**src/sv/cpc_pkg.sv**
```systemverilog
// cpc_pkg: widths, constants and sequencer state type for the circular prime checker
// no dependencies; imported by the channel interfaces and the top level
`timescale 1ns / 1ps

package cpc_pkg;

   // field widths of the channel beats
   localparam int NUMBER_W = 20;
   localparam int RESULT_W = 1;

   // working widths: a 20-bit number has at most 7 decimal digits, so every
   // rotation stays below 10**7 < 2**24
   localparam int VAL_W = 24;
   // trial divisors stay below sqrt(10**7) + 2 < 2**12
   localparam int DIV_W = 12;
   localparam int SQ_W  = 25;
   localparam int DIG_W = 4;
   localparam int STEP_W = 5;
   localparam int LEAD_W = 4;

   localparam int TEN = 10;
   localparam int FIRST_DIVISOR = 2;

   typedef enum logic [6:0] {
      ST_IDLE   = 7'b0000001,
      ST_COUNT  = 7'b0000010,
      ST_PRIME  = 7'b0000100,
      ST_CHECK  = 7'b0001000,
      ST_DIVIDE = 7'b0010000,
      ST_ROTATE = 7'b0100000,
      ST_DONE   = 7'b1000000
   } state_type;

endpackage

```
**src/sv/cpc_if.sv**
```systemverilog
// cpc_if: valid/ready channel interfaces for request and response beats
// depends on cpc_pkg for the field widths
`timescale 1ns / 1ps

interface cpc_req_bus
   import cpc_pkg::*;
   ();
   logic                valid;
   logic                ready;
   logic [NUMBER_W-1:0] number;

   modport source (output valid, output number, input ready);
   modport sink   (input valid, input number, output ready);
endinterface

interface cpc_rsp_bus
   import cpc_pkg::*;
   ();
   logic                valid;
   logic                ready;
   logic [RESULT_W-1:0] is_circular_prime;

   modport source (output valid, output is_circular_prime, input ready);
   modport sink   (input valid, input is_circular_prime, output ready);
endinterface

```
**src/sv/circular_prime_check.sv**
```systemverilog
// circular_prime_check: decides whether every decimal rotation of a number is prime
// depends on cpc_pkg and the channel interfaces in cpc_if.sv
//
//   channel   dir   beat payload               handshake
//   req_ch    in    number [19:0]               valid/ready, taken while idle
//   rsp_ch    out   is_circular_prime [0:0]     valid/ready, held until taken
//
// one number at a time; req_ch.ready is high only while no number is in work
// per number: accept, count the digits, then per rotation test divisor 2 and
//   the odd ones up to sqrt of the rotation, each by a 24-step radix-2
//   restoring remainder loop, and peel the leading digit to form the next
//   rotation
// reset is synchronous and returns the sequencer to idle; no clearing pass
// a stalled response holds its beat and keeps req_ch.ready low
`timescale 1ns / 1ps

module circular_prime_check
   import cpc_pkg::*;
#(
   parameter int MAX_DIGITS = 6
) (
   input  logic       clock,
   input  logic       reset,
   cpc_req_bus.sink   req_ch,
   cpc_rsp_bus.source rsp_ch
);

   // sequencer and working registers
   state_type             state_ff, state_in;
   logic [VAL_W-1:0]      val_ff, val_in;       // number under test
   logic [VAL_W-1:0]      top_ff, top_in;       // 10**(digits-1)
   logic [DIG_W-1:0]      digits_ff, digits_in;
   logic [DIG_W-1:0]      rot_ff, rot_in;       // rotations already proven prime
   logic [VAL_W-1:0]      cur_ff, cur_in;       // current rotation
   logic [DIV_W-1:0]      div_ff, div_in;       // trial divisor
   logic [SQ_W-1:0]       sq_ff, sq_in;         // divisor squared
   logic [VAL_W-1:0]      dvd_ff, dvd_in;       // dividend shift register
   logic [DIV_W-1:0]      rem_ff, rem_in;       // partial remainder
   logic [STEP_W-1:0]     step_ff, step_in;
   logic [VAL_W-1:0]      rest_ff, rest_in;     // rotation minus leading digit
   logic [LEAD_W-1:0]     lead_ff, lead_in;     // leading digit
   logic [RESULT_W-1:0]   res_ff, res_in;

   // shared datapath terms
   logic [VAL_W+3:0]      top_x10;
   logic [VAL_W+3:0]      rot_next;
   logic [DIV_W:0]        rem_try;
   logic [DIV_W-1:0]      rem_step;
   logic                  last_step;

   assign top_x10  = {1'b0, top_ff, 3'b000} + {3'b000, top_ff, 1'b0};
   assign rot_next = {1'b0, rest_ff, 3'b000} + {3'b000, rest_ff, 1'b0}
                   + {{VAL_W{1'b0}}, lead_ff};

   // one restoring step of v % d
   assign rem_try   = {rem_ff, dvd_ff[VAL_W-1]};
   assign rem_step  = (rem_try >= {1'b0, div_ff}) ? DIV_W'(rem_try - {1'b0, div_ff})
                                                   : rem_try[DIV_W-1:0];
   assign last_step = (step_ff == STEP_W'(VAL_W - 1));

   always_comb begin
      state_in  = state_ff;
      val_in    = val_ff;
      top_in    = top_ff;
      digits_in = digits_ff;
      rot_in    = rot_ff;
      cur_in    = cur_ff;
      div_in    = div_ff;
      sq_in     = sq_ff;
      dvd_in    = dvd_ff;
      rem_in    = rem_ff;
      step_in   = step_ff;
      rest_in   = rest_ff;
      lead_in   = lead_ff;
      res_in    = res_ff;

      case (state_ff)
         ST_IDLE: begin
            if (req_ch.valid) begin
               val_in    = VAL_W'(req_ch.number);
               top_in    = VAL_W'(1);
               digits_in = DIG_W'(1);
               // zero has no digits and is not prime
               if (req_ch.number == '0) begin
                  res_in   = '0;
                  state_in = ST_DONE;
               end else begin
                  state_in = ST_COUNT;
               end
            end
         end

         ST_COUNT: begin
            // grow top by ten while it still fits under the number
            if (top_x10 <= {4'b0000, val_ff}) begin
               top_in    = top_x10[VAL_W-1:0];
               digits_in = digits_ff + DIG_W'(1);
            end else if (digits_ff > DIG_W'(MAX_DIGITS)) begin
               res_in   = '0;
               state_in = ST_DONE;
            end else begin
               cur_in   = val_ff;
               rot_in   = '0;
               state_in = ST_PRIME;
            end
         end

         ST_PRIME: begin
            if (cur_ff < VAL_W'(FIRST_DIVISOR)) begin
               res_in   = '0;
               state_in = ST_DONE;
            end else begin
               div_in   = DIV_W'(FIRST_DIVISOR);
               sq_in    = SQ_W'(FIRST_DIVISOR * FIRST_DIVISOR);
               state_in = ST_CHECK;
            end
         end

         ST_CHECK: begin
            if (sq_ff > {1'b0, cur_ff}) begin
               // no divisor found: this rotation is prime
               if (rot_ff == digits_ff - DIG_W'(1)) begin
                  res_in   = RESULT_W'(1);
                  state_in = ST_DONE;
               end else begin
                  rot_in   = rot_ff + DIG_W'(1);
                  rest_in  = cur_ff;
                  lead_in  = '0;
                  state_in = ST_ROTATE;
               end
            end else begin
               dvd_in   = cur_ff;
               rem_in   = '0;
               step_in  = '0;
               state_in = ST_DIVIDE;
            end
         end

         ST_DIVIDE: begin
            rem_in  = rem_step;
            dvd_in  = {dvd_ff[VAL_W-2:0], 1'b0};
            step_in = step_ff + STEP_W'(1);
            if (last_step) begin
               if (rem_step == '0) begin
                  res_in   = '0;
                  state_in = ST_DONE;
               end else begin
                  // after two, only odd divisors can find a new factor
                  if (div_ff == DIV_W'(FIRST_DIVISOR)) begin
                     div_in = DIV_W'(FIRST_DIVISOR + 1);
                     sq_in  = SQ_W'((FIRST_DIVISOR + 1) * (FIRST_DIVISOR + 1));
                  end else begin
                     div_in = div_ff + DIV_W'(2);
                     sq_in  = sq_ff + {{(SQ_W-DIV_W-2){1'b0}}, div_ff, 2'b00} + SQ_W'(4);
                  end
                  state_in = ST_CHECK;
               end
            end
         end

         ST_ROTATE: begin
            // peel the leading digit by repeated subtraction of top
            if (rest_ff >= top_ff) begin
               rest_in = rest_ff - top_ff;
               lead_in = lead_ff + LEAD_W'(1);
            end else begin
               cur_in   = rot_next[VAL_W-1:0];
               state_in = ST_PRIME;
            end
         end

         ST_DONE: begin
            if (rsp_ch.ready) begin
               state_in = ST_IDLE;
            end
         end

         default: begin
            state_in = ST_IDLE;
         end
      endcase
   end

   always_ff @(posedge clock) begin
      if (reset) begin
         state_ff <= ST_IDLE;
      end else begin
         state_ff <= state_in;
      end
   end

   // payload registers carry no reset
   always_ff @(posedge clock) begin
      val_ff    <= val_in;
      top_ff    <= top_in;
      digits_ff <= digits_in;
      rot_ff    <= rot_in;
      cur_ff    <= cur_in;
      div_ff    <= div_in;
      sq_ff     <= sq_in;
      dvd_ff    <= dvd_in;
      rem_ff    <= rem_in;
      step_ff   <= step_in;
      rest_ff   <= rest_in;
      lead_ff   <= lead_in;
      res_ff    <= res_in;
   end

   assign req_ch.ready             = (state_ff == ST_IDLE);
   assign rsp_ch.valid             = (state_ff == ST_DONE);
   assign rsp_ch.is_circular_prime = res_ff;

   // partial remainder always stays below the divisor
   a_rem_below_div: assert property (@(posedge clock) disable iff (reset)
      (state_ff == ST_DIVIDE) |-> (rem_ff < div_ff))
      else $error("remainder not below divisor");

   // the running square tracks the divisor
   a_sq_tracks_div: assert property (@(posedge clock) disable iff (reset)
      (state_ff == ST_CHECK) |-> (sq_ff == SQ_W'(div_ff) * SQ_W'(div_ff)))
      else $error("divisor square out of step");

   // an accepted beat starts a count or answers at once
   a_accept_next: assert property (@(posedge clock) disable iff (reset)
      (req_ch.valid && req_ch.ready) |=> (state_ff == ST_COUNT || state_ff == ST_DONE))
      else $error("bad state after request beat");

   // leading digit is a decimal digit
   a_lead_digit: assert property (@(posedge clock) disable iff (reset)
      (state_ff == ST_ROTATE) |-> (lead_ff <= LEAD_W'(9)))
      else $error("leading digit out of range");

endmodule
```
**src/flat_wrapper.sv**
```systemverilog
// flat-port wrapper written by rule: the top's interface ports become plain ports
module circular_prime_check_flat import cpc_pkg::*;
#(
   parameter int MAX_DIGITS = 6
)
  (clock, reset, req_ch_valid, req_ch_number, req_ch_ready, rsp_ch_valid, rsp_ch_is_circular_prime, rsp_ch_ready);
  cpc_req_bus req_ch_i ();
  cpc_rsp_bus rsp_ch_i ();
  input  logic clock;
  input  logic reset;
  input wire logic [$bits(req_ch_i.valid)-1:0] req_ch_valid;
  input wire logic [$bits(req_ch_i.number)-1:0] req_ch_number;
  output wire logic [$bits(req_ch_i.ready)-1:0] req_ch_ready;
  output wire logic [$bits(rsp_ch_i.valid)-1:0] rsp_ch_valid;
  output wire logic [$bits(rsp_ch_i.is_circular_prime)-1:0] rsp_ch_is_circular_prime;
  input wire logic [$bits(rsp_ch_i.ready)-1:0] rsp_ch_ready;
  assign req_ch_i.valid = req_ch_valid;
  assign req_ch_i.number = req_ch_number;
  assign req_ch_ready = req_ch_i.ready;
  assign rsp_ch_valid = rsp_ch_i.valid;
  assign rsp_ch_is_circular_prime = rsp_ch_i.is_circular_prime;
  assign rsp_ch_i.ready = rsp_ch_ready;
  circular_prime_check #(.MAX_DIGITS(MAX_DIGITS)) u_core (.clock(clock), .reset(reset), .req_ch(req_ch_i), .rsp_ch(rsp_ch_i));
endmodule
```
**config.mk**
```make
export PLATFORM = sky130hd
export DESIGN_NAME = circular_prime_check_flat
export DESIGN_NICKNAME = d
export VERILOG_FILES = /design/src/sv/cpc_pkg.sv /design/src/sv/cpc_if.sv /design/src/sv/circular_prime_check.sv /design/src/flat_wrapper.sv
export SDC_FILE = /design/constraint.sdc
export NUM_CORES = 1
export LEC_CHECK = 0
export ABC_AREA = 1
export BUFFER_PORTS_ARGS = -buffer_cell sky130_fd_sc_hd__buf_2
export CAP_MARGIN = 5
export CORE_ASPECT_RATIO = 1.25
export CORE_MARGIN = 10
export CORE_UTILIZATION = 55
export DETAILED_ROUTE_END_ITERATION = 7
export MAX_ROUTING_LAYER = met4
export PLACE_DENSITY = 0.76
export SYNTH_ARGS = -nofsm -noshare
export SYNTH_HDL_FRONTEND = slang
export SYNTH_SLANG_ARGS = --single-unit
```
**constraint.sdc**
```tcl
create_clock -name clock -period 5.45 [get_ports clock]
set_clock_uncertainty 0.15 [all_clocks]
set_input_delay 0.545 -clock clock [delete_from_list [all_inputs] [get_ports clock]]
set_output_delay 0.545 -clock clock [all_outputs]
set_load 0.01 [all_outputs]
```
Word-level counts from Yosys, hierarchy flattened
Index checks and enable logic that the tools add are counted.
- output and inout bits: 3
- input bits: 24
- register bits: 190
- mux-type cells: 62
- reduce and logical (&&, ||, !) cells: 18
- $lt $le $gt $ge: 6
- add/sub/neg operators: 13
- equality and inequality tests: 28
- operator list (cell ; count):
    $mux 24 ; 9
    $pmux 24 s2 ; 4
    $mux 25 ; 4
    $mux 7 ; 11
    $mux 12 ; 6
    $pmux 25 s2 ; 1
    $pmux 7 s7 ; 1
    $pmux 12 s2 ; 2
    $mux 4 ; 9
    $add 27x25->28 ; 1
    $le 28x20->1 ; 1
    $add 25x14->25 ; 1
    $add 25x3->25 const B ; 1
    $gt 25x24->1 ; 1
    $add 24x24->24 ; 1
    $add 24x4->24 ; 1
    $ge 24x24->1 ; 1
    $lt 24x2->1 const B ; 1
    $pmux 4 s2 ; 3
    $sub 24x24->24 ; 1
    $logic_not 20->1 ; 1
    $ne 2x1->1 const B ; 10
    $ne 2x2->1 const B ; 8
    $ge 13x12->1 ; 1
    28 further kinds ; 47

Longest topological paths before layout
- word-level depth: 6
- gate-level depth with buffers: 25

Worst setup path after synthesis
Ideal clock, no wire load.
- kind: register to register
- start point: reg u_core.top_ff[0]
- end point: reg u_core.digits_ff[0] (enable)
- path buffers: 0
- period minus slack after synthesis: 4754 ps
- arrival: 4181 ps
- setup slack: 696 ps
- cell stages (with the launch flop): 21
- required time: 4877 ps
- path through: edfxtp_1 -> ha_1 -> fa_1 -> nand3_1 -> nand3_1 -> nand2_1 -> nand2_1 -> a21o_1 -> xor2_1 -> ha_1 -> nand2_1 -> inv_1 -> o21ai_0 -> nand2_1 -> nor2_1 -> nand2_1 -> nand2_1 -> nand4_1 -> nor2_1 -> nand2_1 -> a21oi_1
- longest elaborated chain between the ends: 4
- ends and longest elaborated chain (item ; RTL line ; text):
    start: declaration ; circular_prime_check.sv:31 ; logic [VAL_W-1:0] top_ff, top_in;
    start signal: assignment ; circular_prime_check.sv:195 ; top_ff <= top_in;
    $add 27x25->28 ; circular_prime_check.sv:51 ; assign top_x10 = {1'b0, top_ff, 3'b000} + {3'b000, top_ff, 1'b0};
    via u_core.top_x10[17] ; circular_prime_check.sv:45 ; logic [VAL_W+3:0] top_x10;
    $le 28x20->1 ; circular_prime_check.sv:95 ; if (top_x10 <= {4'b0000, val_ff}) begin
    $ne 2x1->1 (no source line) ; - ;
    $reduce_and 3->1 (no source line) ; - ;
    end signal: assignment ; circular_prime_check.sv:196 ; digits_ff <= digits_in;
    end: declaration ; circular_prime_check.sv:32 ; logic [DIG_W-1:0] digits_ff, digits_in;
The timed path passes the listed nets, and every way through them passes these cells.
A chain may end at the register's enable or synchronous reset.

Worst setup path in the final report
- start point: reg u_core.top_ff[0]
- end point: reg u_core.cur_ff[10] (enable)
- longest elaborated chain between the ends: 4
- elaborated cells on any way between the ends: 6
- those cells by class: add/sub: 1; order compare: 2; eq/ne: 2; reduce/logical: 1
- ends and longest elaborated chain (item ; RTL line ; text):
    $add 27x25->28 ; circular_prime_check.sv:51 ;
    via u_core.top_x10[11] ; circular_prime_check.sv:45 ;
    $le 28x20->1 ; circular_prime_check.sv:95 ;
    $ne 2x2->1 (no source line) ; - ;
    $reduce_and 4->1 (no source line) ; - ;
    end signal: assignment ; circular_prime_check.sv:198 ; cur_ff <= cur_in;
    end: declaration ; circular_prime_check.sv:34 ; logic [VAL_W-1:0] cur_ff, cur_in;
The timed path passes the listed nets, and every way through them passes these cells.

==> impl_metrics.tcl <==
set metrics [dict create \
    outcome "complete, no violations" \
    min_path_type "in -> reg" \
    leakage_nw 7.47 \
    post-place-ws_ns 0.994 \
    endpoint "u_core.cur_ff[10]$_DFFE_PP_" \
    rsz0062_at_grt "no" \
    use_met2_pct 43.0 \
    yosysUniqueCellTypes 47 \
    post-route-period-util_pct 83.0 \
    h-tree-depth 4 \
    avgSynthCellArea_um2 7.86 \
    coreArea_um2 26700 \
    cp_max_fo 24 \
    cts_tree "done" \
    synth_mux_area_share_pct 0 \
    met3_usage_pct 2.48 \
    grt_pass1_wl_um 63200 \
    critPathArrivalTime_ns 4.49 \
    cp_slowest_cell "edfxtp_1" \
    ff2ff_path_depth 24 \
    max_cap_viol_count 0 \
    netlist_instances 1884 \
    place.gp.congestion 1.02 \
    cts_made_buffers 17 \
    drtAntennaViolNets 0 \
    post-cts-setup-buffer-count 0 \
    drv_slew 0 \
    synth.net_count 2087 \
    tns_ns 0 \
    dpl.hpwl_um 30900 \
    die-height_um 203 \
    use_met1_pct 25.2 \
    die_area_um2 33900 \
    cpMostUsedCell "nand2_1" \
    dpl_cell_area_um2 15400 \
    grt-ovfl-total 0 \
    area_growth_pct 7.50 \
    busiest_layer "met2" \
    path_class "reg -> reg" \
    synthXorXnorAreaFrac_pct 3.31 \
    wl_per_cell_um 17.1 \
    grt_pass1_vias 12824 \
    dpl.cell_count 2239 \
    hold_buffers 0 \
    firstDrtPassIters 5 \
    antenna_found_initial 0 \
    drive_gt1_share_pct 5.30 \
    initial_core_util_pct 55.6 \
    setup_violations 0 \
    max_freq_mhz 221 \
    post-route-util_pct 59.7 \
    grt.total_usage_pct 23.5 \
    timing.rr.end "u_core.cur_ff[10]$_DFFE_PP_" \
    cts.reportedPaths.clkPinSlew_ns 0.08 \
    final-hold-violation-count 0 \
    power.density_nw_per_um2 427 \
    worst-r2r-setup-slack_ns 0.93 \
    syn_area_um2 14800 \
    start_kind "register" \
    synth_seq_area_share_pct 37.9 \
    critPathRequiredTime_ns 5.42 \
    instances_no_fill 2271 \
    vias_per_cell 5.58 \
    io_buffer_count 26 \
    startpoint "u_core.top_ff[0]$_SDFFCE_PN1P_" \
    setup_slack_ns 0.927 \
    die_w_um 167 \
    via_count 12671 \
    finalCriticalPeriod_ns 4.52 \
    worst_path_largest_cell_delay_ns 0.47 \
    total_power_mw 6.79 \
    rows 67 \
    grt_start_max_net_pins 53 \
    num_antenna_cells 0 \
    fin_area_um2 15900 \
    whs_ns 0.127 \
    worst_pin_slew_ns 1.11 \
    cts-root-buf "clkbuf_16" \
    relSlewSlack_pct 26.2 \
    clock_path_buffers 2 \
    cts_resized 0 \
    drtIter0Drc 855 \
    endpoint_kind "register" \
    post-route-drc-count 0 \
    synthAdderAreaFrac_pct 15.4 \
    synth_compound_area_share_pct 11.2 \
    vdd_ir_drop_max_uv 316 \
    cts.sinks 189 \
    synth-simple-area-share_pct 23.9 \
    synth-seq-cells 189 \
    r2r-start "u_core.top_ff[0]$_SDFFCE_PN1P_" \
    clk_latency_ns 0.46 \
    yosysWarnings 0 \
    nets 2116 \
    crit_chain "ha_1, fa_1, nand3_1, nand3_1, nand2_1, nand2_1, xnor2_1, inv_1, ha_1, nand2_1, inv_1, nand2_1, nor2_1, nand2_1, nand3_1, nand2_1, nand2_1, nand2_1, nand4_1, nor2_1, nand2_1, nand3_1, nor2_2, buf_4" \
    ios 27 \
    synth_top_family_by_area "simple AND/OR/NAND/NOR gates" \
    drt-total-wl_um 38800 \
]
-- worst max-delay path, delay by kind of cell (launching register included) --
kind / cells / cell delay (ns)
adder cells (fa/ha/maj): 3 / 1.03
AND/OR/NAND/NOR: 17 / 1.80
flip-flops: 1 / 0.47
buffers and inverters: 3 / 0.44
XOR/XNOR: 1 / 0.26
-- cell usage after synthesis (all sizes together) --
cell    number  area share [%]
nor3b        3            0.15
a211oi       2            0.10
nor2       180             4.7
o31ai        3            0.15
ha         173              15
nor4        16            0.72
nand4       39             1.6
a21o         6            0.30
or3          1           0.042
o22ai        4            0.17
o221ai       1           0.059
fa           6            0.81
inv        301             7.6
o211ai       1           0.051
a31oi        6            0.25
dfxtp        7            0.95
a21boi       2            0.10
a31o         1           0.059
or2         13            0.55
nor4b        1           0.059
o21ai      130             4.4
clkbuf      20            0.51
a21oi      137             4.7
buf          3            0.14
nand3b       8            0.41
nor3        30             1.0
edfxtp     182              37
o21a         4            0.20
nand3       99             3.4
nand2      436              11
xnor2       21             1.2
o21bai      13            0.66
xor2        35             2.1
-- flip-flops by register name (all words and copies together) (netlist names) --
signal / flops
u_core.cur_ff: 24
u_core.sq_ff: 24
u_core.rsp_ch.is_circular_prime: 1
u_core.rem_ff: 12
u_core.div_ff: 12
u_core.dvd_ff: 24
u_core.lead_ff: 4
u_core.val_ff: 20
u_core.state_ff: 7
u_core.rest_ff: 24
u_core.digits_ff: 4
u_core.rot_ff: 4
u_core.top_ff: 24
u_core.step_ff: 5
-- placed cells by master, fill, tap and decap left out, drive strengths merged, types with 7 or more instances in the layout --
| cell type | instances |
|---|---|
| ha | 173 |
| or2 | 13 |
| nand2 | 436 |
| nor4 | 16 |
| nor3 | 30 |
| nand3b | 8 |
| o21ai | 130 |
| inv | 308 |
| dfxtp | 7 |
| nor2 | 180 |
| nand3 | 99 |
| nand4 | 39 |
| o21bai | 13 |
| xnor2 | 21 |
| a21oi | 137 |
| edfxtp | 182 |
| buf | 33 |
| xor2 | 35 |
| clkbuf | 19 |
-- metal layers --
layer  part of all wire (%)  wire length [µm]  up-vias
met2                     53             20400      290
met4                    3.8              1490        0
met1                     41             15700     5889
met3                    3.1              1210       96
li1                       -                 -     6396
met5                      0                 0        -
-- where the power goes --
part,switching (mW),internal [mW]
clock,0.619,0.605
sequential,0.177,1.87
combinational,2.31,1.20
-- worst min path at each step --
stage	start	endpoint	slack, ns	depth (start not counted)
final	req_ch_number[1]	u_core.val_ff[1]$_DFFE_PP_	0.13	1
after global routing	req_ch_number[4]	u_core.val_ff[4]$_DFFE_PP_	0.12	1
after CTS	req_ch_number[4]	u_core.val_ff[4]$_DFFE_PP_	0.11	1
after detailed placement	u_core.dvd_ff[8]$_DFFE_PP_	u_core.dvd_ff[9]$_DFFE_PP_	0.36	2
after global placement	u_core.dvd_ff[0]$_SDFFCE_PP0P_	u_core.dvd_ff[1]$_DFFE_PP_	0.36	2
after floorplan	u_core.dvd_ff[9]$_DFFE_PP_	u_core.dvd_ff[10]$_DFFE_PP_	0.35	2
-- area by class of cell --
| class | count | area [µm²] |
|---|---|---|
| tap | 345 | 432 |
| clock buffer | 19 | 433 |
| multi-input combinational | 1371 | 8010 |
| fill | 2475 | 10700 |
| timing repair buffer | 33 | 183 |
| clock inverter | 13 | 126 |
| inverter | 301 | 1130 |
| sequential | 189 | 5610 |
-- cells by family after synthesis --
group / Yosys count
and+or+nand+nor: 826
AOI/OAI and AO/OA: 310
DFF: 189
buffers and inverters: 324
xor gates and xnor gates: 56
adders and majority gates: 179
Note: power is estimated with default switching activity, not from simulation.
